### config.mk
export PLATFORM = sky130hd
export DESIGN_NAME = ttyld_front
export DESIGN_NICKNAME = d
export VERILOG_FILES = /design/src/hw/rtl/tty_input_line_discipline_defines.svh /design/src/hw/rtl/ttyld_pkg.sv /design/src/hw/rtl/ttyld_front.sv
export SDC_FILE = /design/constraint.sdc
export NUM_CORES = 1
export LEC_CHECK = 0
export BUFFER_PORTS_ARGS = -buffer_cell sky130_fd_sc_hd__buf_2
export CAP_MARGIN = 20
export CORE_MARGIN = 5
export CORE_UTILIZATION = 30
export CTS_CLUSTER_DIAMETER = 200
export DETAILED_ROUTE_END_ITERATION = 8
export PLACE_DENSITY = 0.54
export SYNTH_ARGS = -nofsm -noshare
export SYNTH_HDL_FRONTEND = slang
export SYNTH_SLANG_ARGS = --single-unit
### constraint.sdc
create_clock -name aclk -period 4.6 [get_ports aclk]
set_clock_uncertainty 0.1 [all_clocks]
set_input_delay 0.92 -clock aclk [delete_from_list [all_inputs] [get_ports aclk]]
set_output_delay 0.92 -clock aclk [all_outputs]
set_load 0.1 [all_outputs]
### src/hw/rtl/tty_input_line_discipline_defines.svh
// Assertion macros for the terminal input line discipline RTL
`ifndef TTY_INPUT_LINE_DISCIPLINE_DEFINES_SVH
`define TTY_INPUT_LINE_DISCIPLINE_DEFINES_SVH

// Check that a condition holds at every clock edge outside reset
`define TTYLD_ASSERT_ALWAYS(lbl, cond, msg) \
    lbl: assert property (@(posedge aclk) disable iff (!aresetn) (cond)) else $error(msg);

// Check that an antecedent implies a consequent in the next cycle
`define TTYLD_ASSERT_NEXT(lbl, ante, cons, msg) \
    lbl: assert property (@(posedge aclk) disable iff (!aresetn) (ante) |=> (cons)) \
        else $error(msg);

`endif

### src/hw/rtl/ttyld_pkg.sv
// Types, constants and helpers for the terminal input line discipline
package ttyld_pkg;

    localparam int STORE_DEPTH = 4096;
    localparam int LINE_DEPTH  = 1024;
    localparam int LINE_SLOTS  = 128;
    localparam int CMDQ_DEPTH  = 4;

    localparam int SA  = $clog2(STORE_DEPTH);
    localparam int FW  = $clog2(STORE_DEPTH + 1);
    localparam int EA  = $clog2(LINE_DEPTH);
    localparam int LW  = $clog2(LINE_DEPTH + 2);
    localparam int QA  = $clog2(LINE_SLOTS);
    localparam int QCW = $clog2(LINE_SLOTS + 1);
    localparam int CQA = $clog2(CMDQ_DEPTH);

    localparam logic [2:0] CFG_INPUT_FLAGS = 3'd0;
    localparam logic [2:0] CFG_INTR_CHAR   = 3'd1;
    localparam logic [2:0] CFG_QUIT_CHAR   = 3'd2;
    localparam logic [2:0] CFG_SUSP_CHAR   = 3'd3;
    localparam logic [2:0] CFG_EOF_CHAR    = 3'd4;

    localparam logic [5:0] RST_FLAGS = 6'd50;
    localparam logic [7:0] RST_INTR  = 8'h03;
    localparam logic [7:0] RST_QUIT  = 8'h1C;
    localparam logic [7:0] RST_SUSP  = 8'h1A;
    localparam logic [7:0] RST_EOF   = 8'h04;

    localparam int FL_IGNCR = 0;
    localparam int FL_ICRNL = 1;
    localparam int FL_INLCR = 2;
    localparam int FL_ISIG  = 3;
    localparam int FL_CANON = 4;
    localparam int FL_ECHO  = 5;

    localparam logic [7:0] CH_BS    = 8'h08;
    localparam logic [7:0] CH_DEL   = 8'h7F;
    localparam logic [7:0] CH_NL    = 8'h0A;
    localparam logic [7:0] CH_CR    = 8'h0D;
    localparam logic [7:0] CH_CARET = 8'h5E;
    localparam logic [7:0] CH_C     = 8'h43;
    localparam logic [7:0] CH_BSL   = 8'h5C;
    localparam logic [7:0] CH_Z     = 8'h5A;
    localparam logic [7:0] CH_SPACE = 8'h20;

    localparam logic [1:0] ST_DONE    = 2'd0;
    localparam logic [1:0] ST_NO_ROOM = 2'd1;
    localparam logic [1:0] ST_EMPTY   = 2'd2;

    localparam logic [1:0] SIG_INTR = 2'd0;
    localparam logic [1:0] SIG_QUIT = 2'd1;
    localparam logic [1:0] SIG_SUSP = 2'd2;

    typedef enum logic [2:0] {
        CMD_IGNORED, CMD_SIGNAL, CMD_RAW_PUSH, CMD_ERASE,
        CMD_COMMIT, CMD_EDIT_PUT, CMD_READ_RAW, CMD_READ_CANON
    } cmd_kind_t;

    typedef struct packed {
        cmd_kind_t  kind;
        logic [7:0] data;
        logic [1:0] sig_kind;
        logic       echo;
        logic       newline;
    } cmd_t;

    typedef enum logic [3:0] {
        S_IDLE, S_EXEC, S_COPY_RD, S_COPY_WR, S_COMMIT_END, S_QWAIT, S_RD_WAIT, S_OUT
    } back_state_t;

    typedef struct packed {
        logic [FW-1:0]  fill;
        logic [LW-1:0]  edit_len;
        logic [QCW-1:0] qcount;
    } back_stat_t;

    // Echo character k of a command's echo run
    function automatic logic [7:0] echo_char(cmd_t c, logic [1:0] k);
        logic [7:0] letter;
        letter = (c.sig_kind == SIG_INTR) ? CH_C : ((c.sig_kind == SIG_QUIT) ? CH_BSL : CH_Z);
        unique case (c.kind)
            CMD_SIGNAL: echo_char = (k == 2'd0) ? CH_CARET : ((k == 2'd1) ? letter : CH_NL);
            CMD_ERASE:  echo_char = (k == 2'd1) ? CH_SPACE : CH_BS;
            default:    echo_char = c.data;
        endcase
    endfunction

endpackage

### src/hw/rtl/ttyld_front.sv
// Front end: configuration registers, input acceptance and byte classification
module ttyld_front (
    input  logic             aclk,
    input  logic             aresetn,
    input  logic             cfg_wr_en,
    input  logic [2:0]       cfg_index,
    input  logic [7:0]       cfg_wdata,
    input  logic             s_tvalid,
    output logic             s_tready,
    input  logic [7:0]       s_tdata,
    input  logic [0:0]       s_tuser,
    input  logic             q_full,
    output logic             q_push,
    output ttyld_pkg::cmd_t  q_din
);

    logic [5:0] flags_reg;
    logic [7:0] intr_reg, quit_reg, susp_reg, eof_reg;
    logic [7:0] b;

    always_ff @(posedge aclk) begin
        if (!aresetn) begin
            flags_reg <= ttyld_pkg::RST_FLAGS;
            intr_reg  <= ttyld_pkg::RST_INTR;
            quit_reg  <= ttyld_pkg::RST_QUIT;
            susp_reg  <= ttyld_pkg::RST_SUSP;
            eof_reg   <= ttyld_pkg::RST_EOF;
        end else if (cfg_wr_en) begin
            unique case (cfg_index)
                ttyld_pkg::CFG_INPUT_FLAGS: flags_reg <= cfg_wdata[5:0];
                ttyld_pkg::CFG_INTR_CHAR:   intr_reg  <= cfg_wdata;
                ttyld_pkg::CFG_QUIT_CHAR:   quit_reg  <= cfg_wdata;
                ttyld_pkg::CFG_SUSP_CHAR:   susp_reg  <= cfg_wdata;
                ttyld_pkg::CFG_EOF_CHAR:    eof_reg   <= cfg_wdata;
                default: ;
            endcase
        end
    end

    assign s_tready = !q_full;
    assign q_push   = s_tvalid && !q_full;

    always_comb begin
        if (flags_reg[ttyld_pkg::FL_ICRNL] && s_tdata == ttyld_pkg::CH_CR)
            b = ttyld_pkg::CH_NL;
        else if (flags_reg[ttyld_pkg::FL_INLCR] && s_tdata == ttyld_pkg::CH_NL)
            b = ttyld_pkg::CH_CR;
        else
            b = s_tdata;
    end

    // Classify in priority order: read, ignored CR, signal, raw, erase, commit, edit
    always_comb begin
        q_din.data     = b;
        q_din.echo     = flags_reg[ttyld_pkg::FL_ECHO];
        q_din.newline  = (b == ttyld_pkg::CH_NL);
        q_din.sig_kind = ttyld_pkg::SIG_SUSP;
        if (b == intr_reg)
            q_din.sig_kind = ttyld_pkg::SIG_INTR;
        else if (b == quit_reg)
            q_din.sig_kind = ttyld_pkg::SIG_QUIT;
        priority if (s_tuser[0])
            q_din.kind = flags_reg[ttyld_pkg::FL_CANON] ? ttyld_pkg::CMD_READ_CANON
                                                         : ttyld_pkg::CMD_READ_RAW;
        else if (flags_reg[ttyld_pkg::FL_IGNCR] && s_tdata == ttyld_pkg::CH_CR)
            q_din.kind = ttyld_pkg::CMD_IGNORED;
        else if (flags_reg[ttyld_pkg::FL_ISIG] &&
                 (b == intr_reg || b == quit_reg || b == susp_reg))
            q_din.kind = ttyld_pkg::CMD_SIGNAL;
        else if (!flags_reg[ttyld_pkg::FL_CANON])
            q_din.kind = ttyld_pkg::CMD_RAW_PUSH;
        else if (b == ttyld_pkg::CH_BS || b == ttyld_pkg::CH_DEL)
            q_din.kind = ttyld_pkg::CMD_ERASE;
        else if (b == eof_reg || b == ttyld_pkg::CH_NL)
            q_din.kind = ttyld_pkg::CMD_COMMIT;
        else
            q_din.kind = ttyld_pkg::CMD_EDIT_PUT;
    end

endmodule

==> run_results.csv, run 1 <==
group,metric,value,unit
detailed_routing,totalWireLength,6100,µm
synth,synth.distinct_cells,57,
timing,rsz0062_at_grt,"no",
synth,synth_area_leaders,"dfxtp_1 (32%), nand2_1 (12%), a21boi_0 (7.0%)",
run_status,status,"completed",
worst_setup_path,critPathMostFrequentCell,"buf_2",
global_routing,grt_first_pass_wirelength,9830,µm
detailed_routing,first_pass_iters,4,
power_and_ir_drop,p_leak,0.00101,µW
synth,netlist.area_leader.share,32.1,%
place,placed_cell_area,0.00255,mm²
timing,slew_headroom,54.8,%
synth,muxShareOfSynthArea,0.422,%
synth,ys_ff_latch,38,
final_layout,nNetsFinal,338,
worst_setup_path,cp_slowest_cell,"buf_2",
timing,finalHoldViolCount,0,
place,place_congestion,0.903,
worst_setup_path,crit_buf_inv,2,
synth,synth.most_common_cell,"nand2_1",
die,rows,32,
clocking,postCtsSetupBuffers,0,
clocking,htreeDepth,2,
worst_setup_path,critPathTopFamily,"compound AO/OA/AOI/OAI gates",
clocking,tritoncts,"done",
die,die-area,0.00978,mm²
worst_setup_path,arrival,3210,ps
die,core_area,0.00773,mm²
timing,period_needed,4230,ps
place,io_buffer_count,41,
clocking,clock_path_buffers,2,
timing,worstMarginPinSlew,677,ps
timing,fin_crit_sh,91.9,%
worst_setup_path,crit_required,3580,ps
global_routing,grtUsageTotal,12.7,%
detailed_routing,ant_nets,0,
worst_setup_path,cp_cell_sequence,"buf_2 -> nor3_4 -> a41oi_1 -> o2bb2ai_4 -> xnor2_1 -> nor4_4 -> o31ai_2 -> a41o_1 -> buf_2",
clocking,root_buffer,"clkbuf_8",
synth,yosysSeqAreaShare,32.1,%
die,start_util,30.7,%
timing,fin_tns_setup,0,ps
job,cap_violations,0,
synth,yosys.area_share.simple,31.0,%
final_layout,diodes,0,
detailed_routing,route.vias.total,2008,
detailed_routing,wire_per_inst,14.7,µm
clocking,cts_hold_buf,0,
clocking,cts_num_sinks,38,
worst_setup_path,crit_type,"input port to output pin",
synth,synth_edf_count,0,
synth,synth_compound_area_share,16.7,%
final_layout,design_area,0.00263,mm²
synth,syn-cell-area,0.00237,mm²
die,die_height,98.9,µm
clocking,numCtsBuffers,5,
synth,yosys_warnings,0,
place,dpl.hpwl,4810,µm
global_routing,overflow,0,
hold_path,min_path_type,"register to register",
synth,async_reset_ff_share,0,%
synth,yosys.area_share.xor_xnor,11.7,%
final_layout,drive_above_1_share,22.4,%
worst_setup_path,cp-end-kind,"output pin",
detailed_routing,drt_iter0_markers,94,
place,preCtsSetupSlack,370,ps
detailed_routing,vias_per_cell,4.84,
worst_setup_path,crit_path_max_incr_delay,420,ps
global_routing,antenna_found_initial,0,
synth,yosys.area.top_type,"dfxtp_1",
synth,synth_common_cells,"nand2_1 (74), dfxtp_1 (38), nand3_1 (26)",
power_and_ir_drop,peakVddDrop,108,µV
die,io_pins,42,
clocking,clock_latency,280,ps
synth,syn_nets,314,
synth,synth-adder-area-share,0,%
clocking,cts-resized-gates,0,
final_layout,synthToLayoutAreaGrowth,11.1,%
synth,synth_top_flop_cell,"dfxtp_1",
timing,timing.fmax,237,MHz
synth,synth_area_per_cell,8.20,µm²
timing,setup_viol,0,
global_routing,grt_pass1_vias,1891,
synth,synth_top_family_by_area,"simple AND/OR/NAND/NOR gates",
power_and_ir_drop,powerDensity,271,mW/mm²
die,die_w,98.9,µm
clocking,cts.clk_slew.worst_paths,70,ps
timing,drv_slew,0,
global_routing,grt_max_degree,39,
worst_setup_path,path_max_fanout,8,
synth,netlist_instances,289,
worst_setup_path,worstSetupStartpointType,"input port",
detailed_routing,route.detailed.drc,0,
timing,layout_setup_ws,374,ps
==> final timing paths <==
| kind | start | to | slack [ps] | depth (start not counted) |
|---|---|---|---|---|
| max | s_tdata[4] | q_din[14] | 370 | 9 |
| min | flags_reg[5]$_SDFFE_PN1P_ | flags_reg[5]$_SDFFE_PN1P_ | 370 | 2 |
| max reg2reg | flags_reg[2]$_SDFFE_PN0P_ | flags_reg[2]$_SDFFE_PN0P_ | 3770 | 2 |
| min reg2reg | flags_reg[5]$_SDFFE_PN1P_ | flags_reg[5]$_SDFFE_PN1P_ | 370 | 2 |
==> cell usage in the layout (no fill, tap or decap), types with 2 or more instances in the layout <==
master / synthesis / routed
nand2_1: 74 / 74
xnor2_1: 11 / 11
inv_1: 8 / 8
nor3b_1: 2 / 2
nor2b_1: 5 / 4
nand3_1: 26 / 26
buf_2: 1 / 41
and3_1: 2 / 2
clkinv_2: 0 / 2
clkbuf_8: 1 / 5
xnor2_2: 2 / 2
dfxtp_1: 38 / 38
xor2_1: 15 / 15
nand4_1: 4 / 4
a21boi_1: 4 / 4
nor3_1: 4 / 4
nor4_4: 2 / 2
a21boi_0: 22 / 22
a21oi_1: 3 / 3
o21ai_1: 2 / 2
or4bb_1: 2 / 2
or2_2: 2 / 2
nor2_1: 7 / 6
==> power by group <==
part | internal, µW | switching [µW] | leakage (µW)
Combinational | 43.8 | 110 | 0.000660
Clock | 102 | 112 | 0.0000438
Sequential | 337 | 7.81 | 0.000308
Total | 483 | 231 | 0.00101
==> area by class of cell <==
| class | count | area, µm² |
|---|---|---|
| clock buffers | 5 | 68.8 |
| multi-input cells | 219 | 1430 |
| flip-flops and latches | 38 | 761 |
| repair buffers | 41 | 205 |
| well taps | 102 | 128 |
| clock inverters | 2 | 10.0 |
| inverters | 8 | 30.0 |
| fillers | 825 | 5090 |
==> worst reg2reg max path, cell delays in order (launching register included) <==
cell	delay (ps)
dfxtp_1	430
nand2_1	70
a21boi_0	160
==> per-layer routing <==
metal / track usage (%) / part of all wire [%] / vias up
met1: 16.7 / 48 / 928
met5: 0 / 0 / -
met3: 3.33 / 5.6 / 7
li1: - / - / 1023
met2: 20.3 / 45 / 50
met4: 3.99 / 1.7 / 0
==> per-stage QoR <==
step	hold WS, ps	power, µW	std cells	util [%]
floorplan	342	479	289	-
global placement	350	507	408	33.0
detailed placement	355	507	408	33.0
CTS	374	720	415	34.1
global route	396	746	415	34.1
finish	372	714	415	34.1
==> logic make-up (layout without fill, tap and decap cells) <==
logic type | after synthesis | in the layout
xor+xnor | 29 | 29
simple gates | 142 | 142
flops | 38 | 38
mux | 1 | 1
buf+inv | 32 | 56
compound gates | 47 | 47
No activity file was read; power rests on OpenSTA's default activity.
==> run 2, diff against run 1 <==
- GPL_TIMING_DRIVEN: default -> 0
==> run 2 against run 1 <==
  * Final area grew 6.8%
  * Sequential power barely moved
  * Highest routed layer unchanged
  * Critical path depth grew 1
  * Sequential share of layout area fell by 1.8 points
  * Count of clock-buffer cells in the layout did not move
  * Cell count is 4.1% higher
  * Largest power group unchanged
  * First-iteration DRC count did not move
  * Global-route usage grew 0.60 points
  * Sequential cell count is the same
  * Largest cell class unchanged
  * Register-to-register slack is essentially flat
==> run_results.csv, run 2 (same netlist as run 1, synthesis figures left out) <==
group,metric,value,unit
detailed_routing,drt_iter0_markers,94,
timing,period_needed,4300,ps
final_layout,final_common_cell,"nand2_1",
die,io_pins,42,
die,die_w,98.9,µm
final_layout,drive_above_1_share,21.8,%
hold_path,whs_path_depth,2,
global_routing,grt_max_degree,14,
timing,finalHoldViolCount,0,
detailed_routing,route.detailed.drc,0,
global_routing,grt_pass1_vias,1991,
die,start_util,30.7,%
timing,drv_slew,0,
clocking,root_buffer,"clkbuf_8",
place,io_buffer_count,33,
global_routing,grtUsageTotal,13.3,%
clocking,cts_num_sinks,38,
detailed_routing,ant_nets,0,
job,cap_violations,0,
clocking,htreeDepth,2,
timing,layout_setup_ws,300,ps
place,preCtsSetupSlack,340,ps
die,rows,32,
hold_path,min_path_type,"register to register",
timing,timing.fmax,233,MHz
detailed_routing,first_pass_iters,6,
die,die-area,0.00978,mm²
clocking,cts.clk_slew.worst_paths,70,ps
clocking,clock_path_buffers,2,
timing,fin_tns_setup,0,ps
timing,rsz0062_at_grt,"no",
timing,fin_crit_sh,93.5,%
worst_setup_path,worstSetupStartpointType,"input port",
place,place_congestion,0.752,
detailed_routing,vias_per_cell,4.72,
clocking,tritoncts,"done",
global_routing,grt_first_pass_wirelength,10400,µm
worst_setup_path,path_max_fanout,10,
timing,slew_headroom,57.8,%
die,core_area,0.00773,mm²
global_routing,antenna_found_initial,0,
die,die_height,98.9,µm
final_layout,nNetsFinal,354,
worst_setup_path,crit_required,3580,ps
detailed_routing,route.vias.total,2039,
timing,worstMarginPinSlew,630,ps
final_layout,diodes,0,
power_and_ir_drop,powerDensity,303,mW/mm²
worst_setup_path,cp-end-kind,"output pin",
global_routing,overflow,0,
worst_setup_path,arrival,3280,ps
clocking,cts_hold_buf,0,
place,dpl.hpwl,4730,µm
detailed_routing,totalWireLength,6300,µm
timing,setup_viol,0,
run_status,status,"completed",
worst_setup_path,crit_type,"input port to output pin",
detailed_routing,wire_per_inst,14.6,µm
power_and_ir_drop,p_leak,0.00108,µW
final_layout,synthToLayoutAreaGrowth,18.6,%
power_and_ir_drop,peakVddDrop,109,µV
worst_setup_path,worst-r2r-cell-count,2,
timing,holdWs,370,ps
clocking,clock_latency,290,ps
clocking,postCtsSetupBuffers,0,
clocking,cts-resized-gates,0,
clocking,numCtsBuffers,5,
final_layout,layout_common_cells,"nand2_1 (74), dfxtp_1 (38), buf_2 (34), nand3_1 (26), a21boi_0 (22)",
run 2: cell type report:
type	instances	area [µm²]
Fill cell	826	4920
Clock inverter	3	68.8
Inverter	8	30.0
Multi-Input combinational cell	219	1430
Tap cell	102	128
Buffer	24	160
Sequential cell	38	761
Clock buffer	5	68.8
Timing Repair Buffer	33	165
run 2: per-layer routing:
metal | vias to the layer above | wire length, µm | track usage [%]
met5 | - | 0 | 0
met2 | 42 | 3020 | 22.1
met1 | 945 | 2910 | 17.3
li1 | 1050 | - | -
met3 | 2 | 350 | 3.68
met4 | 0 | 20 | 2.63
run 2: path summary, 6_finish.rpt:
check	start	to	slack [ps]
hold / removal	eof_reg[5]$_SDFFE_PN0P_	eof_reg[5]$_SDFFE_PN0P_	370
setup reg to reg	susp_reg[2]$_SDFFE_PN0P_	susp_reg[2]$_SDFFE_PN0P_	3770
hold reg to reg	eof_reg[5]$_SDFFE_PN0P_	eof_reg[5]$_SDFFE_PN0P_	370
setup / recovery	s_tdata[0]	q_din[14]	300
run 2: power breakdown:
part	total [µW]	switching [µW]	leakage (µW)	internal, µW
sequential	344	6.52	0.000308	337
clock	341	124	0.0000683	217
combinational	167	115	0.000702	51.4
run 2: per-stage QoR:
stage | utilization (%) | total power (µW) | instances | instance area, µm²
floorplan | - | 479 | 289 | 2380
global placement | 34.6 | 518 | 424 | 2670
detailed placement | 34.6 | 519 | 424 | 2670
CTS | 36.4 | 862 | 432 | 2810
global route | 36.4 | 886 | 432 | 2810
finish | 36.4 | 851 | 432 | 2810
run 2: worst max-delay path, cell delays in order:
cell       delay [ps]
buf_2              80
buf_2             190
inv_1             100
a41oi_1           390
o2bb2ai_4         160
xnor2_1           260
nor4_4            100
o31ai_2           420
a41o_1            230
buf_2             420
