## src/hw/rtl/tty_input_line_discipline_defines.svh

```systemverilog
// Assertion macros for the terminal input line discipline RTL
`ifndef TTY_INPUT_LINE_DISCIPLINE_DEFINES_SVH
`define TTY_INPUT_LINE_DISCIPLINE_DEFINES_SVH

// Check that a condition holds at every clock edge outside reset
`define TTYLD_ASSERT_ALWAYS(lbl, cond, msg) \
    lbl: assert property (@(posedge aclk) disable iff (!aresetn) (cond)) else $error(msg);

// Check that an antecedent implies a consequent in the next cycle
`define TTYLD_ASSERT_NEXT(lbl, ante, cons, msg) \
    lbl: assert property (@(posedge aclk) disable iff (!aresetn) (ante) |=> (cons)) \
        else $error(msg);

`endif

```

## src/hw/rtl/ttyld_pkg.sv

```systemverilog
// Types, constants and helpers for the terminal input line discipline
package ttyld_pkg;

    localparam int STORE_DEPTH = 4096;
    localparam int LINE_DEPTH  = 1024;
    localparam int LINE_SLOTS  = 128;
    localparam int CMDQ_DEPTH  = 4;

    localparam int SA  = $clog2(STORE_DEPTH);
    localparam int FW  = $clog2(STORE_DEPTH + 1);
    localparam int EA  = $clog2(LINE_DEPTH);
    localparam int LW  = $clog2(LINE_DEPTH + 2);
    localparam int QA  = $clog2(LINE_SLOTS);
    localparam int QCW = $clog2(LINE_SLOTS + 1);
    localparam int CQA = $clog2(CMDQ_DEPTH);

    localparam logic [2:0] CFG_INPUT_FLAGS = 3'd0;
    localparam logic [2:0] CFG_INTR_CHAR   = 3'd1;
    localparam logic [2:0] CFG_QUIT_CHAR   = 3'd2;
    localparam logic [2:0] CFG_SUSP_CHAR   = 3'd3;
    localparam logic [2:0] CFG_EOF_CHAR    = 3'd4;

    localparam logic [5:0] RST_FLAGS = 6'd50;
    localparam logic [7:0] RST_INTR  = 8'h03;
    localparam logic [7:0] RST_QUIT  = 8'h1C;
    localparam logic [7:0] RST_SUSP  = 8'h1A;
    localparam logic [7:0] RST_EOF   = 8'h04;

    localparam int FL_IGNCR = 0;
    localparam int FL_ICRNL = 1;
    localparam int FL_INLCR = 2;
    localparam int FL_ISIG  = 3;
    localparam int FL_CANON = 4;
    localparam int FL_ECHO  = 5;

    localparam logic [7:0] CH_BS    = 8'h08;
    localparam logic [7:0] CH_DEL   = 8'h7F;
    localparam logic [7:0] CH_NL    = 8'h0A;
    localparam logic [7:0] CH_CR    = 8'h0D;
    localparam logic [7:0] CH_CARET = 8'h5E;
    localparam logic [7:0] CH_C     = 8'h43;
    localparam logic [7:0] CH_BSL   = 8'h5C;
    localparam logic [7:0] CH_Z     = 8'h5A;
    localparam logic [7:0] CH_SPACE = 8'h20;

    localparam logic [1:0] ST_DONE    = 2'd0;
    localparam logic [1:0] ST_NO_ROOM = 2'd1;
    localparam logic [1:0] ST_EMPTY   = 2'd2;

    localparam logic [1:0] SIG_INTR = 2'd0;
    localparam logic [1:0] SIG_QUIT = 2'd1;
    localparam logic [1:0] SIG_SUSP = 2'd2;

    typedef enum logic [2:0] {
        CMD_IGNORED, CMD_SIGNAL, CMD_RAW_PUSH, CMD_ERASE,
        CMD_COMMIT, CMD_EDIT_PUT, CMD_READ_RAW, CMD_READ_CANON
    } cmd_kind_t;

    typedef struct packed {
        cmd_kind_t  kind;
        logic [7:0] data;
        logic [1:0] sig_kind;
        logic       echo;
        logic       newline;
    } cmd_t;

    typedef enum logic [3:0] {
        S_IDLE, S_EXEC, S_COPY_RD, S_COPY_WR, S_COMMIT_END, S_QWAIT, S_RD_WAIT, S_OUT
    } back_state_t;

    typedef struct packed {
        logic [FW-1:0]  fill;
        logic [LW-1:0]  edit_len;
        logic [QCW-1:0] qcount;
    } back_stat_t;

    // Echo character k of a command's echo run
    function automatic logic [7:0] echo_char(cmd_t c, logic [1:0] k);
        logic [7:0] letter;
        letter = (c.sig_kind == SIG_INTR) ? CH_C : ((c.sig_kind == SIG_QUIT) ? CH_BSL : CH_Z);
        unique case (c.kind)
            CMD_SIGNAL: echo_char = (k == 2'd0) ? CH_CARET : ((k == 2'd1) ? letter : CH_NL);
            CMD_ERASE:  echo_char = (k == 2'd1) ? CH_SPACE : CH_BS;
            default:    echo_char = c.data;
        endcase
    endfunction

endpackage

```

## src/hw/rtl/ttyld_cmd_fifo.sv

```systemverilog
// Short command queue between the front end and the back end
module ttyld_cmd_fifo (
    input  logic             aclk,
    input  logic             aresetn,
    input  logic             push,
    input  ttyld_pkg::cmd_t  din,
    input  logic             pop,
    output ttyld_pkg::cmd_t  dout,
    output logic             full,
    output logic             empty
);

    ttyld_pkg::cmd_t             mem [ttyld_pkg::CMDQ_DEPTH];
    logic [ttyld_pkg::CQA-1:0]   wr_reg, rd_reg;
    logic [ttyld_pkg::CQA:0]     cnt_reg;

    assign full  = (cnt_reg == (ttyld_pkg::CQA + 1)'(ttyld_pkg::CMDQ_DEPTH));
    assign empty = (cnt_reg == '0);
    assign dout  = mem[rd_reg];

    always_ff @(posedge aclk) begin
        if (push) mem[wr_reg] <= din;
    end

    always_ff @(posedge aclk) begin
        if (!aresetn) begin
            wr_reg  <= '0;
            rd_reg  <= '0;
            cnt_reg <= '0;
        end else begin
            if (push) wr_reg <= wr_reg + 1'b1;
            if (pop)  rd_reg <= rd_reg + 1'b1;
            cnt_reg <= cnt_reg + (ttyld_pkg::CQA + 1)'(push) - (ttyld_pkg::CQA + 1)'(pop);
        end
    end

endmodule

```

## config.mk

```make
export PLATFORM = sky130hd
export DESIGN_NAME = ttyld_cmd_fifo
export DESIGN_NICKNAME = d
export VERILOG_FILES = /design/src/hw/rtl/tty_input_line_discipline_defines.svh /design/src/hw/rtl/ttyld_pkg.sv /design/src/hw/rtl/ttyld_cmd_fifo.sv
export SDC_FILE = /design/constraint.sdc
export NUM_CORES = 1
export LEC_CHECK = 0
export ABC_AREA = 1
export BUFFER_PORTS_ARGS = -buffer_cell sky130_fd_sc_hd__buf_4
export CORE_MARGIN = 2
export CORE_UTILIZATION = 51
export DETAILED_ROUTE_END_ITERATION = 10
export HOLD_SLACK_MARGIN = 0.05
export PLACE_DENSITY = 0.73
export SKIP_CTS_REPAIR_TIMING = 1
export SKIP_LAST_GASP = 1
export SYNTH_ARGS = -nofsm -noshare
export SYNTH_HDL_FRONTEND = slang
export SYNTH_SLANG_ARGS = --single-unit
export TNS_END_PERCENT = 20
```

## constraint.sdc

```tcl
create_clock -name aclk -period 1.6 [get_ports aclk]
set_input_delay 0.32 -clock aclk [delete_from_list [all_inputs] [get_ports aclk]]
set_output_delay 0.32 -clock aclk [all_outputs]
set_load 0.02 [all_outputs]
```

==> flow_results.org, run 1 <==
** Power
- Of the total power, combinational logic draws 0.159.
- The analysis attributes to cell leakage a power of 1.42 nW.
- Internal Pwr Total :: 0.00287 W
- Of the total power, the share spent switching nets is 0.250.
- The share of total power dissipated in the clock network is 0.292.
- Part of the total power dissipated in sequential elements :: 0.548
- Dividing total power by cell area gives a power density of 1110 nW/um^2.
- Switching power summed over all nets :: 0.000955 W
- Power comes to 0.00382 W.
- Peak supply drop :: 0.000514 V

** Logic synthesis
- Yosys printed 0 warnings.
- The complex-gate fraction of the synthesized area was 0.128.
- Post-synth net total :: 256
- Xor/xnor cell area share of the yosys netlist :: 0
- Count of flip-flops with a built-in enable after synthesis :: 60
- Each instance of the synthesized netlist takes up on average 12.5 sq um.
- Share of Yosys cell area claimed by the top area cell type :: 0.626
- Ranking of synthesized cells by instance count :: edfxtp_1, inv_1, nand2_1
- After synthesis the cells add up to 2880 sq um.
- Cell types with the largest area share after synthesis :: edfxtp_1, dfxtp_1, inv_1, nand2_1, a21oi_2
- In the synthesized netlist the dominant register cell turns out to be edfxtp_1.
- In this run, synthesis produced a sequential element count of 69.
- Post-synth top area cell :: edfxtp_1
- Among all cell types in the netlist, the one instantiated most often is edfxtp_1.
- After synthesis, the largest family of logic cells by area is compound AO/OA/AOI/OAI gates.
- The share of the Yosys chip area taken by registers is 0.688.
- Of the total synthesized cell area, the portion taken by AND, OR, NAND and NOR gates is 0.0582.
- Of the total synthesized cell area, the portion taken by full adders, half adders and majority gates is 0.0330.
- Mux cell area share after synthesis :: 0
- For this run, asynchronously set or reset flops after synthesis account for 0.
- Number of instances in the synthesized netlist :: 230
- Count of distinct cell types in the synthesized netlist :: 17

** Setup path
- The largest individual stage delay along the critical path comes from the cell dfxtp_4.
- Worst setup slack for register-to-register paths :: 40 ps
- Kind of launch point of the worst setup path :: register
- Worst path max stage delay :: 410 ps
- The critical path goes through buf_12 -> a21oi_2 -> o21ai_1 -> nand2_1 -> buf_4.
- In this run the worst path has a maximum fanout of 16.
- Data on the critical path arrives at its endpoint at 1330 ps.
- The startpoint identified for the worst register-to-register timing path is cnt_reg[0]$_SDFF_PN0_.
- The critical path is of the reg2out type.
- Crit path to :: dout[1]
- Counting cells, the worst reg-to-reg path comes to 8.
- For the worst setup path, the data required time is 1280 ps.
- End of the worst register-to-register path :: cnt_reg[2]$_SDFF_PN0_
- STA classifies the critical path endpoint as an output pin.

** Placed design
- Number of port buffers :: 35
- Routability congestion estimate :: 0.654
- Detailed placement finished with a half-perimeter wire length of 2.87 mm.

** GRT
- Largest net degree at the start of global routing :: 32
- The number of global-route vias before repair was 1719.
- Initial antenna violation count :: 0
- Total congestion overflow :: 0
- Wire length of the first global-routing pass :: 7.44 mm
- Overall global routing resource usage :: 0.163

** Timing
- The count of pins over their slew limit is 0.
- The smallest clock period supported by the final layout is computed as 1650 ps.
- Across all hold checks on the routed design, the worst slack comes to 182 ps.
- Fin crit share :: 1.03
- Timing would allow up to 605 MHz.
- Across all setup checks in the final design, the least slack found is -53.7 ps.
- Setup violations remaining at the end of the flow were counted as 14.
- Measured against its own limit, the worst slew margin works out to 0.842.
- Clock Skews :: 8.20 ps
- Setup repair after global routing could not meet its margin everywhere.
- The number of hold-slack violations in the final timing report came to 0.
- At the pin with the least slew margin, the transition time is 235 ps.

** Finish
- Nets :: 304
- In the final layout, the share of cells above drive strength 1 is 0.258.
- From synthesis to final layout, the design area changed by 19.3%.
- Number of flip-flops in the largest register :: 60
- Final antenna diode count :: 0

** Clocking
- Latest clock arrival within the worst-skew pair :: 330 ps
- TritonCTS created 9 clock buffers.
- After clock tree synthesis, the clock-pin slew on the worst setup and hold paths is 70 ps.
- The tree built by TritonCTS fans out to 69 sinks.
- The H-tree was split into 3 levels.
- CTS max path bufs :: 2
- TritonCTS built the clock tree.
- CTS placed an instance of clkbuf_8 at the clock tree root.

** Run status
- The checks that failed: setup timing.
- The flow ran to the end, but the final reports show violations.

** Routing
- After the first detailed-routing iteration, the DRC count stood at 135.
- Total number of vias :: 1713
- The count of nets left with antenna violations once routing finished came out at 0.
- For this run, the detailed router's first-pass iteration total came to 4.
- Summed over all layers, the routed wires come to 4.61 mm.
- After detailed routing, the number of vias per cell comes to 4.83.
- DRC :: 0
- Average wire per cell in the routed design :: 13.0 microns

** Die
- Row cnt :: 27
- Horizontal die dimension :: 79.1 microns
- For this design the top-level I/O count stands at 36.
- After floorplanning, the core was sized to cover 5470 sq um.
- Chip height :: 79.1 microns
- The die covers 6260 sq um.
- The initial utilization of the core area, before any placement, comes to 0.526.

** Hold path
- In this run the worst hold path is classified as in2reg.

** Flow run
- The tool flagged a number of max-cap violations equal to 0.
[metrics by stage]
step / instances / setup slack, ps / area [sq um] / utilization / setup TNS, ps
2_1_floorplan: 230 / 129 / 2880 / - / 0
3_3_place_gp: 335 / 25.4 / 3230 / 0.591 / 0
3_5_place_dp: 335 / -14.1 / 3230 / 0.591 / -14.1
4_1_cts: 351 / -189 / 3390 / 0.619 / -2010
5_1_grt: 355 / -144 / 3440 / 0.628 / -1820
6_report: 355 / -53.7 / 3440 / 0.628 / -341
[per-layer routing]
metal	GRT usage	part of all wire	routed length (microns)	up-vias
li1	-	-	-	874
met1	0.184	0.43	1970	795
met2	0.267	0.50	2320	37
met3	0.0659	0.053	243	7
met4	0.0828	0.016	72	0
met5	0	0	0	-
[power by group through the flow]
stage          clock, W  combinational, W  sequential (W)
2_1_floorplan         0          0.000379         0.00212
3_3_place_gp          0          0.000579         0.00213
3_5_place_dp          0          0.000597         0.00214
4_1_cts         0.00116          0.000598         0.00210
5_1_grt         0.00123          0.000674         0.00210
6_report        0.00112          0.000610         0.00210
[worst max-delay path, delay by kind of cell (launching register included)]
kind            cells  cell delay, ps
flops               1             410
buf+inv             2             330
compound gates      2             150
simple gates        1             110
[cell usage in the layout (no fill, tap or decap), types with 3 or more instances in the layout]
cell and n:
clkbuf_8 9, edfxtp_1 60, buf_12 3, a21oi_2 15, nand2_1 40, inv_1 45, a21oi_1 6, buf_4 43
o211ai_1 15, dfxtp_1 8, o21ai_0 4, ha_1 6, o21ai_1 15, clkbuf_1 4
[cell families after synthesis]
logic type / after synthesis
AND/OR/NAND/NOR: 44
flip-flops: 69
AO/OA/AOI/OAI: 55
buffers and inverters: 55
adder cells (fa/ha/maj): 7
[area by class of cell]
type                            instances  area [sq um]
Timing Repair Buffer                   47           408
Fill cell                             444          2040
Tap cell                               72          90.1
Clock inverter                          3          12.5
Sequential cell                        69          1990
Multi-Input combinational cell        106           632
Inverter                               45           169
Clock buffer                           13           139
[worst min path at each step]
stage	from	to	slack, ps	depth (start not counted)
2_1_floorplan	pop	register	410	1
3_3_place_gp	rd_reg[1]$_SDFFE_PN0P_	rd_reg[1]$_SDFFE_PN0P_	450	2
3_5_place_dp	rd_reg[1]$_SDFFE_PN0P_	register	460	2
4_1_cts	din[3]	mem[1][3]$_DFFE_PP_	160	1
5_1_grt	din[5]	mem[1][5]$_DFFE_PP_	160	1
6_report	din[5]	mem[3][5]$_DFFE_PP_	180	1
Note: power is estimated with default switching activity, not from simulation.
==> inputs of run 2 (changes only) <==
--- a/config.mk
+++ b/config.mk
@@ -6,7 +6,7 @@
 export NUM_CORES = 1
 export LEC_CHECK = 0
 export ABC_AREA = 1
-export BUFFER_PORTS_ARGS = -buffer_cell sky130_fd_sc_hd__buf_4
+export BUFFER_PORTS_ARGS = -buffer_cell sky130_fd_sc_hd__buf_2
 export CORE_MARGIN = 2
 export CORE_UTILIZATION = 51
 export DETAILED_ROUTE_END_ITERATION = 10
==> run 2 against run 1 <==
Net effect: the flow still finishes with violations (setup timing); die area is the same; sequential share of layout area down 0.31 points; wire length increased by 13%; sequential cell count stayed put; critical endpoint is now dout[4]; largest power group unchanged.
==> flow_results.org, run 2 (same netlist as run 1, synthesis figures left out) <==
** GRT
- Largest net degree at the start of global routing :: 61
- Wire length of the first global-routing pass :: 7.60 mm
- Number of global-route vias before repair :: 1704
- Total congestion overflow :: 0
- Overall global routing resource usage :: 0.166
- The number of antenna violations at the first check in global routing was 0.

** Setup path
- Counting buffers and inverters, the worst setup path is 4 cells deep.
- R2R cell count :: 7
- Together, buffers and inverters on the worst path number 2.
- End of the worst register-to-register path :: cnt_reg[2]$_SDFF_PN0_
- The setup check on the worst reg-to-reg path leaves a slack of 30 ps.
- Crit path to :: dout[4]
- CP Data Arrival Time :: 1350 ps
- On the critical path, the stage with the largest delay is an instance of dfxtp_4.
- Worst Path Required :: 1280 ps
- Endpoint kind of the worst setup timing path :: output pin
- Critical path type :: reg2out
- In this design, the largest share of critical-path delay is due to flip-flops.
- The startpoint identified for the worst register-to-register timing path is cnt_reg[0]$_SDFF_PN0_.
- STA classifies the critical path startpoint as a register.
- Peak fanout along the critical path :: 15
- The critical path goes through clkbuf_16 -> o211ai_1 -> nand2_1 -> buf_4.
- Worst path max stage delay :: 390 ps

** Clocking
- Clock tree root driver cell :: clkbuf_8
- Buffers inserted during clock tree synthesis total 9.
- Clock-pin slew was measured on the worst setup and hold paths at 70 ps.
- The later pin in the worst-skew pair is clocked with a latency of 340 ps.
- Clock tree from TritonCTS :: built
- Clk sinks :: 69
- H-Tree Level Count :: 3
- CTS max path bufs :: 2

** Timing
- In the finished design, the share of the clock period the worst path needs comes to 1.05.
- Final setup violation count :: 15
- Setup repair after global routing could not meet its margin everywhere.
- Across all hold checks on the routed design, the worst slack comes to 198 ps.
- In the post-route analysis, the smallest setup slack over all paths is -73.0 ps.
- Setup total negative slack on the finished layout was measured at -674 ps.
- The clock arrives with 13.0 ps of skew.
- After layout, the minimum clock period comes to 1670 ps.
- The number of hold-slack violations in the final timing report was 0.
- Fmax :: 598 MHz
- Slew at the pin closest to its max-slew limit :: 249 ps
- Number of max-slew violations in the final report :: 0
- Worst rel slew slack :: 0.834

** Placed design
- At the end of routability-driven placement, the weighted congestion stood at 0.697.
- Setup slack after placement :: -6.51 ps
- In this run the cell area measured after placement is 3130 sq um.
- After legalization and detailed placement, the total HPWL measured 2.78 mm.
- Number of port buffers :: 35

** Routing
- Routed WL :: 5.21 mm
- Total number of vias :: 1742
- DRC :: 0
- The pre-antenna-repair detailed-routing pass consisted of 4 iterations.
- Number of antenna-violating nets in the routed design :: 0
- For this block, the initial DRC count from the detailed router was 97.
- Average wire per cell in the routed design :: 14.7 microns
- Dividing the detail-routed via count by the number of cells gives 4.92.

** Die
- Horizontal die dimension :: 79.1 microns
- The die covers 6260 sq um.
- In this run the vertical extent of the chip is 79.1 microns.
- Initial cell density of the core :: 0.526
- Core footprint :: 5470 sq um
- During I/O placement, the number of pins put on the boundary was 36.
- The initialized floorplan defines 27 standard-cell rows.

** Finish
- 0 antenna diodes ended up in the layout.
- The finished cells cover 3450 sq um.
- In the final layout, the share of cells above drive strength 1 is 0.266.
- Counting the fill cells in the layout gives 433.
- Leaving out fill and tap cells, the most frequent cell in the layout is edfxtp_1.
- Nets :: 303
- Leaving out fill and tap cells, the most frequent cells in the layout are edfxtp_1, inv_1, nand2_1.
- Area growth syn-to-layout :: 20.0%
- Number of flip-flops in the largest register :: 60

** Power
- In this run the power density over the cells is 1240 nW/um^2.
- In this run the static leakage power is 1.43 nW.
- The completed layout was analyzed and its total power is 0.00430 W.
- VDD sags by at most 0.000840 V.

** Hold path
- Hold Path Class :: in2reg

** Run status
- The checks that failed: setup timing.
- Outcome :: finished, violations left

** Flow run
- Max-cap violations in this run came to 0.
-- run 2: changes by cell type in the layout (fill, tap and decap cells not counted), sizes merged --
cell    delta
bufinv     +3
clkbuf     -2
buf        -2
-- run 2: per-stage QoR --
| stage | instances | util |
|---|---|---|
| after floorplan | 230 | - |
| after global placement | 334 | 0.571 |
| after detailed placement | 334 | 0.571 |
| after CTS | 350 | 0.613 |
| after global routing | 354 | 0.631 |
| final | 354 | 0.631 |
-- run 2: layer usage --
| metal | up-vias | share of wire | track usage |
|---|---|---|---|
| met4 | 0 | 0.016 | 0.0983 |
| met3 | 6 | 0.059 | 0.0545 |
| li1 | 871 | - | - |
| met1 | 823 | 0.43 | 0.191 |
| met2 | 42 | 0.49 | 0.269 |
| met5 | - | 0 | 0 |
-- run 2: how the worst min path moves through the flow --
stage	from	end	slack [ps]	depth (start not counted)
after global routing	din[8]	mem[1][8]$_DFFE_PP_	190	1
after global placement	rd_reg[1]$_SDFFE_PN0P_	rd_reg[1]$_SDFFE_PN0P_	450	2
after CTS	din[10]	mem[0][10]$_DFFE_PP_	180	1
after detailed placement	rd_reg[1]$_SDFFE_PN0P_	register	460	2
after floorplan	pop	register	410	1
final	din[8]	mem[1][8]$_DFFE_PP_	200	1
-- run 2: report_power, final --
group	switching [W]	internal, W	total (W)
combinational	0.000357	0.000225	0.000582
clock	0.000596	0.00102	0.00162
sequential	0.0000449	0.00205	0.00210
total	0.000997	0.00330	0.00430
-- run 2: area by class of cell --
| type | count | area [sq um] | area share |
|---|---|---|---|
| flip-flops and latches | 69 | 1990 | 0.575 |
| clock buffers | 10 | 128 | 0.0369 |
| multi-input cells | 106 | 636 | 0.184 |
| well taps | 72 | 90.1 | 0.0261 |
| repair buffers | 46 | 345 | 0.100 |
| inverters | 45 | 169 | 0.0489 |
| clock inverters | 6 | 101 | 0.0293 |
==> inputs of run 3 (changes only) <==
--- a/config.mk
+++ b/config.mk
@@ -17,4 +17,4 @@
 export SYNTH_ARGS = -nofsm -noshare
 export SYNTH_HDL_FRONTEND = slang
 export SYNTH_SLANG_ARGS = --single-unit
-export TNS_END_PERCENT = 20
+export TNS_END_PERCENT = 30
==> run 3 against run 2 <==
Net effect: the flow still finishes with violations (setup timing); global-route usage unchanged; cell area is essentially flat; largest cell class unchanged; clock power is essentially flat; largest power group unchanged; core utilization about the same; critical path type unchanged.
==> flow_results.org, run 3 (same netlist as run 1, synthesis figures left out) <==
** Run status
- Outcome :: finished, violations left
- The checks that failed: setup timing.

** Setup path
- Endpoint kind of the worst setup timing path :: output pin
- The critical path goes through clkbuf_16 -> o211ai_1 -> nand2_1 -> buf_4.
- STA puts the critical path data required time at 1280 ps.
- CP Data Arrival Time :: 1350 ps
- Critical path type :: reg2out
- Worst path slowest cell :: dfxtp_4
- Worst path max stage delay :: 390 ps
- Kind of launch point of the worst setup path :: register
- In this run the worst path has a maximum fanout of 15.

** Timing
- Setup violations remaining at the end of the flow were counted as 15.
- Across all setup checks in the final design, the least slack found is -71.2 ps.
- Final Hold Violating Endpoints :: 0
- Final sum of negative setup slack :: -625 ps
- Fin crit share :: 1.04
- Clock Skews :: 12.5 ps
- Slew at the pin closest to its max-slew limit :: 248 ps
- The count of pins over their slew limit is 0.
- For the finished layout, the period the worst path requires is 1670 ps.
- Unrepaired setup endpoints after global routing :: true
- Headroom to the max-slew limit came out at 0.834.
- Timing would allow up to 598 MHz.

** Clocking
- Clk sinks :: 69
- Clock tree root driver cell :: clkbuf_8
- The clock passes through at most 2 buffers.
- Clock transition at path regs :: 70 ps
- Clock tree from TritonCTS :: built
- H-Tree Level Count :: 3
- Latest clock arrival within the worst-skew pair :: 330 ps
- TritonCTS created 9 clock buffers.

** Finish
- After the last flow step, the layout net total stands at 303.
- Of the cells placed in the final design, the portion with a size suffix greater than 1 is 0.266.
- From synthesis to final layout, the design area changed by 20.1%.
- Final cell count without fillers :: 354
- In the layout the commonest cells are edfxtp_1, inv_1, nand2_1.
- Final antenna diode count :: 0
- At the end of the flow the core is filled with cells to 0.632.
- Most common cell after layout, fill and taps aside :: edfxtp_1
- The register with the most flip-flops in the layout has 60 of them.

** Die
- The core region is 5470 sq um.
- The floorplan step set the die width to 79.1 microns.
- Die footprint :: 6260 sq um
- Row cnt :: 27
- Chip height :: 79.1 microns
- Total I/O pin count :: 36
- Initial cell density of the core :: 0.526

** Routing
- In the final routed layout, each cell accounts on average for 14.6 microns.
- DRC :: 0
- Number of detailed-routing iterations run before antenna repair :: 6
- In this run the remaining antenna-violating nets after routing total 0.
- Detailed routing inserted a total of 1750 vias.
- For this block, the routed nets add up to 5.17 mm of wire.
- In this run, the number of DRC markers left after iteration 0 of detailed routing was 94.
- DR vias/cell :: 4.94

** Placed design
- Routability congestion estimate :: 0.697
- Half-perimeter wire length after placement :: 2.78 mm
- Number of port buffers :: 35
- The number of placed instances, taps included, is 334.

** GRT
- For met1 alone, demand over resource in global routing was 0.191.
- Initial antenna violation count :: 0
- The number of global-route vias before repair is 1704.
- The first global-routing pass estimated 7.60 mm of wire.
- Global-route layer with the greatest usage :: met2
- For this run, the total global-route usage over all layers was measured as 0.166.
- In the global route stage, met3 resource usage came out at 0.0545.
- GR Layer Usage met2 :: 0.269
- After global routing the overflow that remains totals 0.
- Largest net degree at the start of global routing :: 61

** Power
- Power density of the placed cells :: 1240 nW/um^2
- Leakage power total :: 1.43 nW
- Peak supply drop :: 0.000838 V

** Flow run
- Max-cap violations in this run came to 0.

** Hold path
- Hold Path Class :: in2reg
[run 3: area by class of cell]
type | instances | area [sq um]
Clock buffer | 10 | 128
Sequential cell | 69 | 1990
Inverter | 45 | 169
Timing Repair Buffer | 46 | 348
Multi-Input combinational cell | 106 | 636
Tap cell | 72 | 90.1
Fill cell | 433 | 2020
Clock inverter | 6 | 101
[run 3: worst max-delay path: cells and delay by family (launching register included)]
| kind | cells | cell delay, ps |
|---|---|---|
| flops | 1 | 390 |
| buf+inv | 2 | 350 |
| compound gates | 1 | 190 |
| simple gates | 1 | 70 |
[run 3: report_power, final]
part           internal (W)  total, W  switching, W
combinational      0.000227  0.000583      0.000356
clock               0.00102   0.00161      0.000594
sequential          0.00205   0.00210     0.0000449
total               0.00330   0.00430      0.000994
[run 3: path summary, 6_finish.rpt]
| kind | start | to | slack, ps | cells past startpoint |
|---|---|---|---|---|
| setup / recovery | register | dout[4] | -70 | 4 |
| hold / removal | din[8] | mem[1][8]$_DFFE_PP_ | 200 | 1 |
| setup reg to reg | cnt_reg[0]$_SDFF_PN0_ | cnt_reg[2]$_SDFF_PN0_ | 30 | 7 |
| hold reg to reg | rd_reg[1]$_SDFFE_PN0P_ | rd_reg[1]$_SDFFE_PN0P_ | 470 | 2 |
[run 3: stage by stage]
stage | area [sq um] | total power (W) | hold slack [ps] | setup WS [ps]
3_5_place_dp | 3130 | 0.00267 | 460 | -6.51
2_1_floorplan | 2880 | 0.00250 | 412 | 129
3_3_place_gp | 3130 | 0.00265 | 451 | 32.8
4_1_cts | 3360 | 0.00426 | 184 | -140
5_1_grt | 3460 | 0.00447 | 195 | -131
6_report | 3460 | 0.00430 | 197 | -71.2
[run 3: metal layers]
metal,vias to the layer above,routed length [microns]
li1,874,-
met1,831,2210
met2,37,2600
met3,8,271
met4,0,93
met5,-,0
